--- config.mk ---
export PLATFORM = sky130hd
export DESIGN_NAME = grey_level_histogram
export DESIGN_NICKNAME = d
export VERILOG_FILES = /design/src/rtl/ghist_pkg.sv /design/src/rtl/ghist_binner.sv /design/src/rtl/ghist_store.sv /design/src/rtl/grey_level_histogram.sv
export SDC_FILE = /design/constraint.sdc
export NUM_CORES = 2
export LEC_CHECK = 0
export BUFFER_PORTS_ARGS = -buffer_cell sky130_fd_sc_hd__buf_2
export CELL_PAD_IN_SITES_DETAIL_PLACEMENT = 1
export CELL_PAD_IN_SITES_GLOBAL_PLACEMENT = 1
export CORE_ASPECT_RATIO = 0.7
export CORE_UTILIZATION = 55
export DETAILED_ROUTE_END_ITERATION = 8
export GPL_TIMING_DRIVEN = 0
export PLACE_DENSITY_LB_ADDON = 0.12
export SYNTH_ARGS = -nofsm -noshare
export SYNTH_HDL_FRONTEND = slang
export SYNTH_HIERARCHICAL = 1
export SYNTH_SLANG_ARGS = --single-unit
--- constraint.sdc ---
create_clock -name clk_i -period 8.5 [get_ports clk_i]
set_input_delay 0.85 -clock clk_i [delete_from_list [all_inputs] [get_ports clk_i]]
set_output_delay 0.85 -clock clk_i [all_outputs]
set_load 0.01 [all_outputs]
--- src/rtl/ghist_pkg.sv ---
// Shared constants, types and state codes of the grey-level histogram.
package ghist_pkg;

  localparam int MAX_BINS   = 64;
  localparam int COUNT_BITS = 24;

  localparam int CH_W      = 8;
  localparam int NB_W      = $clog2(MAX_BINS + 1);
  localparam int BIN_W     = $clog2(MAX_BINS);
  localparam int GREY_W    = 15;
  localparam int PROD_W    = GREY_W + NB_W;
  localparam int OUT_CNT_W = 24;

  localparam int W_RED   = 30;
  localparam int W_GREEN = 59;
  localparam int W_BLUE  = 11;

  localparam int GREY_FULL = 25500;

  // floor(p / GREY_FULL) as (p * DIV_MUL) >> DIV_SHIFT, exact for p < 2^PROD_W
  localparam int DIV_SHIFT = 36;
  localparam int DIV_MUL_W = 22;
  localparam logic [63:0] DIV_MUL_L =
    ((64'd1 << DIV_SHIFT) + 64'(GREY_FULL) - 64'd1) / 64'(GREY_FULL);
  localparam logic [DIV_MUL_W-1:0] DIV_MUL = DIV_MUL_L[DIV_MUL_W-1:0];
  localparam int MULQ_W = PROD_W + DIV_MUL_W;

  localparam logic [NB_W-1:0] NB_RESET = NB_W'(16);

  typedef struct packed {
    logic              valid;
    logic              last;
    logic [BIN_W-1:0]  bin;
    logic [NB_W-1:0]   nb;
  } bin_req_t;

  typedef enum logic {
    ST_IDLE,
    ST_SWEEP
  } sweep_st_e;

endpackage

--- src/rtl/ghist_binner.sv ---
// Pixel-to-bin pipeline: grey weighting, bin scaling, constant division and bin select.
module ghist_binner (
  input  logic                        clk_i,
  input  logic                        rst_ni,
  input  logic                        in_valid_i,
  input  logic [ghist_pkg::CH_W-1:0]  red_i,
  input  logic [ghist_pkg::CH_W-1:0]  green_i,
  input  logic [ghist_pkg::CH_W-1:0]  blue_i,
  input  logic                        last_i,
  input  logic [ghist_pkg::NB_W-1:0]  nb_i,
  output ghist_pkg::bin_req_t         req_o
);
  import ghist_pkg::*;

  logic                v1_q, v2_q, v3_q, v4_q;
  logic                l1_q, l2_q, l3_q, l4_q;
  logic [NB_W-1:0]     nb1_q, nb2_q, nb3_q, nb4_q;
  logic [GREY_W-1:0]   grey1_q;
  logic [PROD_W-1:0]   prod2_q;
  logic [MULQ_W-1:0]   mul3_q;
  logic [BIN_W-1:0]    bin4_q;

  logic [GREY_W-1:0]   grey_d;
  logic [PROD_W-1:0]   prod_d;
  logic [MULQ_W-1:0]   mul_d;
  logic [NB_W-1:0]     quo;
  logic [BIN_W-1:0]    bin_d;

  always_comb begin
    grey_d = GREY_W'(W_RED) * GREY_W'(red_i) + GREY_W'(W_GREEN) * GREY_W'(green_i)
           + GREY_W'(W_BLUE) * GREY_W'(blue_i);
    prod_d = PROD_W'(grey1_q) * PROD_W'(nb1_q);
    mul_d  = MULQ_W'(prod2_q) * MULQ_W'(DIV_MUL);
    quo    = mul3_q[DIV_SHIFT +: NB_W];
    // full white lands one past the top bin: fold it back
    if (quo >= nb3_q) begin
      bin_d = BIN_W'(nb3_q - NB_W'(1));
    end else begin
      bin_d = BIN_W'(quo);
    end
  end

  always_ff @(posedge clk_i or negedge rst_ni) begin
    if (!rst_ni) begin
      v1_q <= 1'b0;
      v2_q <= 1'b0;
      v3_q <= 1'b0;
      v4_q <= 1'b0;
    end else begin
      v1_q <= in_valid_i;
      v2_q <= v1_q;
      v3_q <= v2_q;
      v4_q <= v3_q;
    end
  end

  always_ff @(posedge clk_i) begin
    grey1_q <= grey_d;
    l1_q    <= last_i;
    nb1_q   <= nb_i;
    prod2_q <= prod_d;
    l2_q    <= l1_q;
    nb2_q   <= nb1_q;
    mul3_q  <= mul_d;
    l3_q    <= l2_q;
    nb3_q   <= nb2_q;
    bin4_q  <= bin_d;
    l4_q    <= l3_q;
    nb4_q   <= nb3_q;
  end

  assign req_o.valid = v4_q;
  assign req_o.last  = l4_q;
  assign req_o.bin   = bin4_q;
  assign req_o.nb    = nb4_q;

endmodule

--- src/rtl/ghist_store.sv ---
// Bin count memory: read-modify-write with forwarding, readout and clear sweep.
module ghist_store (
  input  logic                             clk_i,
  input  logic                             rst_ni,
  input  ghist_pkg::bin_req_t              req_i,
  output logic                             sweep_done_o,
  output logic                             res_valid_o,
  output logic [ghist_pkg::BIN_W-1:0]      res_index_o,
  output logic [ghist_pkg::OUT_CNT_W-1:0]  res_count_o,
  output logic                             res_last_o
);
  import ghist_pkg::*;

  localparam logic [COUNT_BITS-1:0] CNT_MAX = {COUNT_BITS{1'b1}};
  localparam logic [BIN_W-1:0]      K_LAST  = BIN_W'(MAX_BINS - 1);

  logic [COUNT_BITS-1:0] mem [MAX_BINS];
  logic [MAX_BINS-1:0]   vld_q;
  logic [COUNT_BITS-1:0] rdata_q;
  logic                  rvld_q;

  sweep_st_e             st_q, st_d;
  logic [BIN_W-1:0]      k_q, k_d;
  logic [NB_W-1:0]       nb_q, nb_d;

  logic                  v5_q, l5_q;
  logic [BIN_W-1:0]      addr5_q;
  logic [NB_W-1:0]       nb5_q;
  logic [NB_W-1:0]       req_nb_hold;
  logic                  fwd_v_q;
  logic [BIN_W-1:0]      fwd_addr_q;
  logic [COUNT_BITS-1:0] fwd_data_q;

  logic                  out_v_q, out_last_q;
  logic [BIN_W-1:0]      out_idx_q;

  logic                  sweep;
  logic [BIN_W-1:0]      raddr;
  logic                  we;
  logic [BIN_W-1:0]      waddr;
  logic [COUNT_BITS-1:0] wdata;
  logic [COUNT_BITS-1:0] cur;
  logic [COUNT_BITS-1:0] inc;

  // next state
  always_comb begin
    st_d = st_q;
    case (st_q)
      ST_IDLE:  if (v5_q && l5_q) st_d = ST_SWEEP;
      ST_SWEEP: if (k_q == K_LAST) st_d = ST_IDLE;
      default:  st_d = ST_IDLE;
    endcase
  end

  // outputs of the sequencer
  always_comb begin
    sweep        = 1'b0;
    sweep_done_o = 1'b0;
    k_d          = k_q;
    nb_d         = nb_q;
    case (st_q)
      ST_IDLE: begin
        k_d = '0;
        if (v5_q && l5_q) nb_d = req_nb_hold;
      end
      ST_SWEEP: begin
        sweep        = 1'b1;
        k_d          = k_q + BIN_W'(1);
        sweep_done_o = (k_q == K_LAST);
      end
      default: k_d = '0;
    endcase
  end

  assign req_nb_hold = nb5_q;

  always_comb begin
    if (fwd_v_q && (fwd_addr_q == addr5_q)) begin
      cur = fwd_data_q;
    end else if (rvld_q) begin
      cur = rdata_q;
    end else begin
      cur = '0;
    end
    inc   = (cur == CNT_MAX) ? cur : cur + COUNT_BITS'(1);
    raddr = sweep ? k_q : req_i.bin;
    we    = sweep || v5_q;
    waddr = sweep ? k_q : addr5_q;
    wdata = sweep ? '0 : inc;
  end

  always_ff @(posedge clk_i) begin
    rdata_q <= mem[raddr];
    if (we) mem[waddr] <= wdata;
  end

  always_ff @(posedge clk_i or negedge rst_ni) begin
    if (!rst_ni) begin
      vld_q    <= '0;
      rvld_q   <= 1'b0;
      st_q     <= ST_IDLE;
      k_q      <= '0;
      v5_q     <= 1'b0;
      fwd_v_q  <= 1'b0;
      out_v_q  <= 1'b0;
    end else begin
      rvld_q  <= vld_q[raddr];
      if (we) vld_q[waddr] <= 1'b1;
      st_q    <= st_d;
      k_q     <= k_d;
      v5_q    <= req_i.valid;
      fwd_v_q <= v5_q && !sweep;
      out_v_q <= sweep && ({1'b0, k_q} < nb_q);
    end
  end

  always_ff @(posedge clk_i) begin
    l5_q       <= req_i.last;
    addr5_q    <= req_i.bin;
    nb5_q      <= req_i.nb;
    nb_q       <= nb_d;
    fwd_addr_q <= addr5_q;
    fwd_data_q <= inc;
    out_idx_q  <= k_q;
    out_last_q <= ({1'b0, k_q} == (nb_q - NB_W'(1)));
  end

  assign res_valid_o = out_v_q;
  assign res_index_o = out_idx_q;
  // an entry never written since reset reads as zero
  assign res_count_o = rvld_q ? OUT_CNT_W'(rdata_q) : '0;
  assign res_last_o  = out_last_q;

endmodule

--- src/rtl/grey_level_histogram.sv ---
// Top level of the grey-level histogram: config register, input gate, binner, store.
//
// One RGB pixel is taken per clock while busy is low, so a full image streams in at
// one pixel per cycle. Each pixel passes a four-stage pipeline (grey weighting,
// scaling by the bin count, constant division, bin select) and then one
// read-modify-write of a count memory with separate read and write ports; a
// write-to-read forwarding register lets back-to-back pixels hit the same bin. An
// item with last_pixel set raises busy at once; the readout sweep starts once that
// pixel has passed the binner pipeline and the store's input register, and the first
// bin comes out in the cycle after that. The sweep walks all 64 memory entries, one
// per cycle, emitting the first num_bins of them and writing zero behind itself.
// busy falls with the sweep, so the last pixel holds the input off until every
// entry is cleared. Results come one per cycle on result_valid_o and cannot be held
// off: the receiver must take every cycle in which the strobe is high. Counters are
// clear after reset without any sweep. Write num_bins only while no image is in
// flight; 0 acts as one bin, above 64 as 64.
module grey_level_histogram (
  input  logic                             clk_i,
  input  logic                             rst_ni,
  input  logic                             cfg_we_i,
  input  logic [ghist_pkg::NB_W-1:0]       cfg_wdata_i,
  input  logic                             start,
  output logic                             busy,
  input  logic [ghist_pkg::CH_W-1:0]       red_i,
  input  logic [ghist_pkg::CH_W-1:0]       green_i,
  input  logic [ghist_pkg::CH_W-1:0]       blue_i,
  input  logic                             last_pixel_i,
  output logic                             result_valid_o,
  output logic [ghist_pkg::BIN_W-1:0]      bin_index_o,
  output logic [ghist_pkg::OUT_CNT_W-1:0]  bin_count_o,
  output logic                             last_bin_o
);
  import ghist_pkg::*;

  logic [NB_W-1:0] num_bins_q;
  logic [NB_W-1:0] nb_act;
  logic            busy_q, busy_d;
  logic            accept;
  logic            sweep_done;
  bin_req_t        req;

  // clamp the register into the usable bin range
  always_comb begin
    if (num_bins_q == '0) begin
      nb_act = NB_W'(1);
    end else if (num_bins_q > NB_W'(MAX_BINS)) begin
      nb_act = NB_W'(MAX_BINS);
    end else begin
      nb_act = num_bins_q;
    end
  end

  assign accept = start && !busy_q;

  // hold busy from the last pixel until the clearing sweep ends
  always_comb begin
    busy_d = busy_q;
    if (accept && last_pixel_i) busy_d = 1'b1;
    else if (sweep_done)        busy_d = 1'b0;
  end

  always_ff @(posedge clk_i or negedge rst_ni) begin
    if (!rst_ni) begin
      num_bins_q <= NB_RESET;
      busy_q     <= 1'b0;
    end else begin
      if (cfg_we_i) num_bins_q <= cfg_wdata_i;
      busy_q <= busy_d;
    end
  end

  assign busy = busy_q;

  ghist_binner u_binner (
    .clk_i      (clk_i),
    .rst_ni     (rst_ni),
    .in_valid_i (accept),
    .red_i      (red_i),
    .green_i    (green_i),
    .blue_i     (blue_i),
    .last_i     (last_pixel_i),
    .nb_i       (nb_act),
    .req_o      (req)
  );

  ghist_store u_store (
    .clk_i        (clk_i),
    .rst_ni       (rst_ni),
    .req_i        (req),
    .sweep_done_o (sweep_done),
    .res_valid_o  (result_valid_o),
    .res_index_o  (bin_index_o),
    .res_count_o  (bin_count_o),
    .res_last_o   (last_bin_o)
  );

endmodule

==> impl_metrics.py <==
metrics = {
    "place": {
        "placedCellCount": 6727,
        "finalWeightedCongestion": 1.00,
        "dpl.hpwl_um": 164000,
        "port_buffers": 67,
    },
    "routing": {
        "antenna_left": 0,
        "met1_length_um": 99500,
        "dr_wl_met3_um": 28200,
        "drc": 0,
        "vias": 45400,
        "drtIter0Drc": 5903,
        "first_pass_iters": 7,
        "avgViaCountPerCell": 6.44,
        "wire_per_inst_um": 33.5,
        "maxUsedRoutingLayer": "met5",
        "wirelength_um": 236000,
        "met2_wirelength_um": 99100,
    },
    "grt": {
        "grt_pass1_vias": 46900,
        "grt.total_usage_pct": 32.4,
        "grt_pass1_wl_um": 337000,
        "grt_overflow": 0,
        "grt_start_max_net_pins": 65,
        "grt_antenna_before_repair": 9,
    },
    "clock_tree": {
        "clock-root-buffer": "clkbuf_16",
        "cts-resized-gates": 0,
        "htreeDepth": 4,
        "clk_pin_slew_ns": 0.06,
        "cts_hold_buf": 0,
        "cts_buffers": 165,
        "post-cts-setup-buffer-count": 0,
        "cts_tree": "done",
        "cts.sinks": 1787,
        "clk_path_buf_depth": 3,
        "insertion_delay_ns": 0.82,
    },
    "synthesis": {
        "synth_flop_cell": "edfxtp_1",
        "yosysMostFrequentCell": "edfxtp_1",
        "ys_seq_area_share_pct": 64.0,
        "netlist_instances": 4642,
        "synth_common_cells": "1,543 x edfxtp_1, 424 x inv_1, 400 x mux4_2",
        "syn_area_um2": 80700,
        "yosysTopAreaCellShare_pct": 57.4,
        "ys_types": 68,
        "synth_warnings": 6,
        "synth-seq-cells": 1787,
        "synth_edf_count": 1543,
        "synthArstFlopShare_pct": 4.87,
        "syn_avg_cell_area_um2": 17.4,
        "post-synth-top-area-cell": "edfxtp_1",
        "syn_nets": 5307,
        "synthTopCellsByArea": "edfxtp_1 57%, mux4_2 11%, fa_1 7.2%",
    },
    "worst_hold_path": {
        "hp-class": "in2async",
    },
    "setup_path": {
        "ff2ff_path_depth": 20,
        "critPathCaptureType": "flop",
        "critPathRequiredTime_ns": 9.13,
        "worstPathArrival_ns": 7.39,
        "worstSetupPathType": "reg2reg",
        "critPathMaxFanout": 8,
        "start_kind": "flop",
    },
    "timing": {
        "tightest_slew_ns": 1.55,
        "max_freq_ghz": 0.148,
        "finalHoldViolCount": 0,
        "drv_slew": 11,
        "timing.final.crit_share_pct": 79.5,
        "holdWs_ns": 0.0726,
        "rsz0062_at_grt": "no",
        "slew_headroom_pct": -3.46,
        "finalSetupViolations": 0,
        "period_needed_ns": 6.76,
        "clock_skew_ns": 0.0479,
    },
    "cells_and_area": {
        "fin_nets": 5597,
        "syn_to_final_growth_pct": 12.3,
        "stdcell_count": 7039,
        "post-route-util_pct": 62.3,
        "layout-drive-gt1-share_pct": 19.6,
    },
    "outcome": {
        "status": "finished, violations left",
        "violations": "capacitance limit, slew limit",
    },
    "die": {
        "die-area_um2": 148000,
        "initial_core_util_pct": 55.5,
        "fp.dieW_um": 460,
        "fp.coreArea_um2": 146000,
        "ios": 69,
        "num_rows": 117,
        "die_h_um": 322,
    },
    "flow_run": {
        "maxCapViolCount": 1,
    },
}
-- per-layer routing --
| layer | vias to the layer above | global-route usage, % |
|---|---|---|
| met4 | 12 | 11.9 |
| met2 | 2528 | 45.0 |
| met5 | - | 0 |
| li1 | 18300 | - |
| met3 | 423 | 9.70 |
| met1 | 24100 | 48.5 |
-- area by class of cell --
class / instances / area, µm²
Timing Repair Buffer: 123 / 1450
Multi-Input combinational cell: 2255 / 27300
Clock buffer: 237 / 4590
Clock inverter: 72 / 800
Inverter: 424 / 1590
Tap cell: 1963 / 2460
Buffer: 176 / 746
Sequential cell: 1787 / 51700
Fill cell: 12700 / 54900
Antenna cell: 2 / 5.00
-- worst max-delay path, stage by stage (launching register included) --
cell and delay [ns]:
dfxtp_1 0.59, ha_1 0.33, fa_1 0.51, inv_1 0.05
fa_1 0.50, inv_1 0.04, ha_1 0.29, ha_1 0.29
inv_1 0.06, fa_1 0.53, inv_1 0.05, ha_1 0.31
ha_1 0.32, nand4b_1 0.11, o21ai_0 0.76, nand4_1 0.18
a31oi_1 0.23, a311oi_1 0.10, a2111oi_1 0.74, a2111oi_2 0.18
xnor2_1 0.41
-- layout by cell type, fill, tap and decap left out, types with 65 or more instances in the layout --
master	synthesis	layout
edfxtp_1	1543	1543
inv_1	424	424
mux4_2	400	400
ha_1	339	339
fa_1	290	290
a22oi_1	200	200
nand2_1	175	175
clkbuf_1	113	169
clkbuf_16	0	168
dfxtp_1	157	157
a21oi_1	138	136
buf_2	51	119
dfrtp_1	86	86
xnor2_1	65	65
-- sequential cells by signal, summed over array words and instances (netlist names), 7 cells and up --
name / count
u_binner/grey1_q: 15
u_binner/nb3_q: 7
u_store/rdata_q: 24
u_store/mem: 1536
u_binner/prod2_q: 22
u_binner/mul3_q: 7
u_binner/nb1_q: 7
u_store/nb5_q: 7
u_binner/nb2_q: 7
u_store/vld_q: 64
num_bins_q: 7
u_store/fwd_data_q: 24
u_binner/nb4_q: 7
u_store/nb_q: 7
-- stage by stage --
| stage | area, µm² | worst slack (ns) | TNS, ns |
|---|---|---|---|
| 4_1_cts | 90600 | 1.71 | 0 |
| 5_1_grt | 90600 | 1.29 | 0 |
| 2_1_floorplan | 80700 | 2.42 | 0 |
| 6_report | 90600 | 1.74 | 0 |
| 3_3_place_gp | 83500 | -3.53 | -455.50 |
| 3_5_place_dp | 85200 | 1.80 | 0 |
-- cell families (layout without fill, tap and decap cells) --
logic type	count (synthesis)	in the layout	synth area share (%)
DFF	1787	1787	64.0
adders and majority gates	629	629	12.4
buffers and inverters	600	1032	2.89
and+or+nand+nor	568	568	3.44
AOI/OAI and AO/OA	528	528	4.55
muxes	440	440	11.7
xor gates and xnor gates	90	90	0.977
other	0	2	0
-- path summary, 6_finish.rpt --
kind,to,slack [ns],start
worst max register to register,u_binner/mul3_q[42]$_DFF_P_,1.74,u_binner/prod2_q[5]$_DFF_P_
max in group asynchronous,num_bins_q[4]$_DFFE_PN1P_,7.62,rst_ni
worst min-delay path,u_store/vld_q[53]$_DFFE_PN0N_,0.07,rst_ni
worst min register to register,u_binner/nb3_q[3]$_DFF_P_,0.33,u_binner/nb2_q[3]$_DFF_P_
worst max-delay path,u_binner/mul3_q[42]$_DFF_P_,1.74,u_binner/prod2_q[5]$_DFF_P_
min in group clk_i,u_binner/l1_q$_DFF_P_,0.17,last_pixel_i
Power is not shown: default switching activity piles up to over one toggle a cycle in this logic, so the estimate is an artifact.
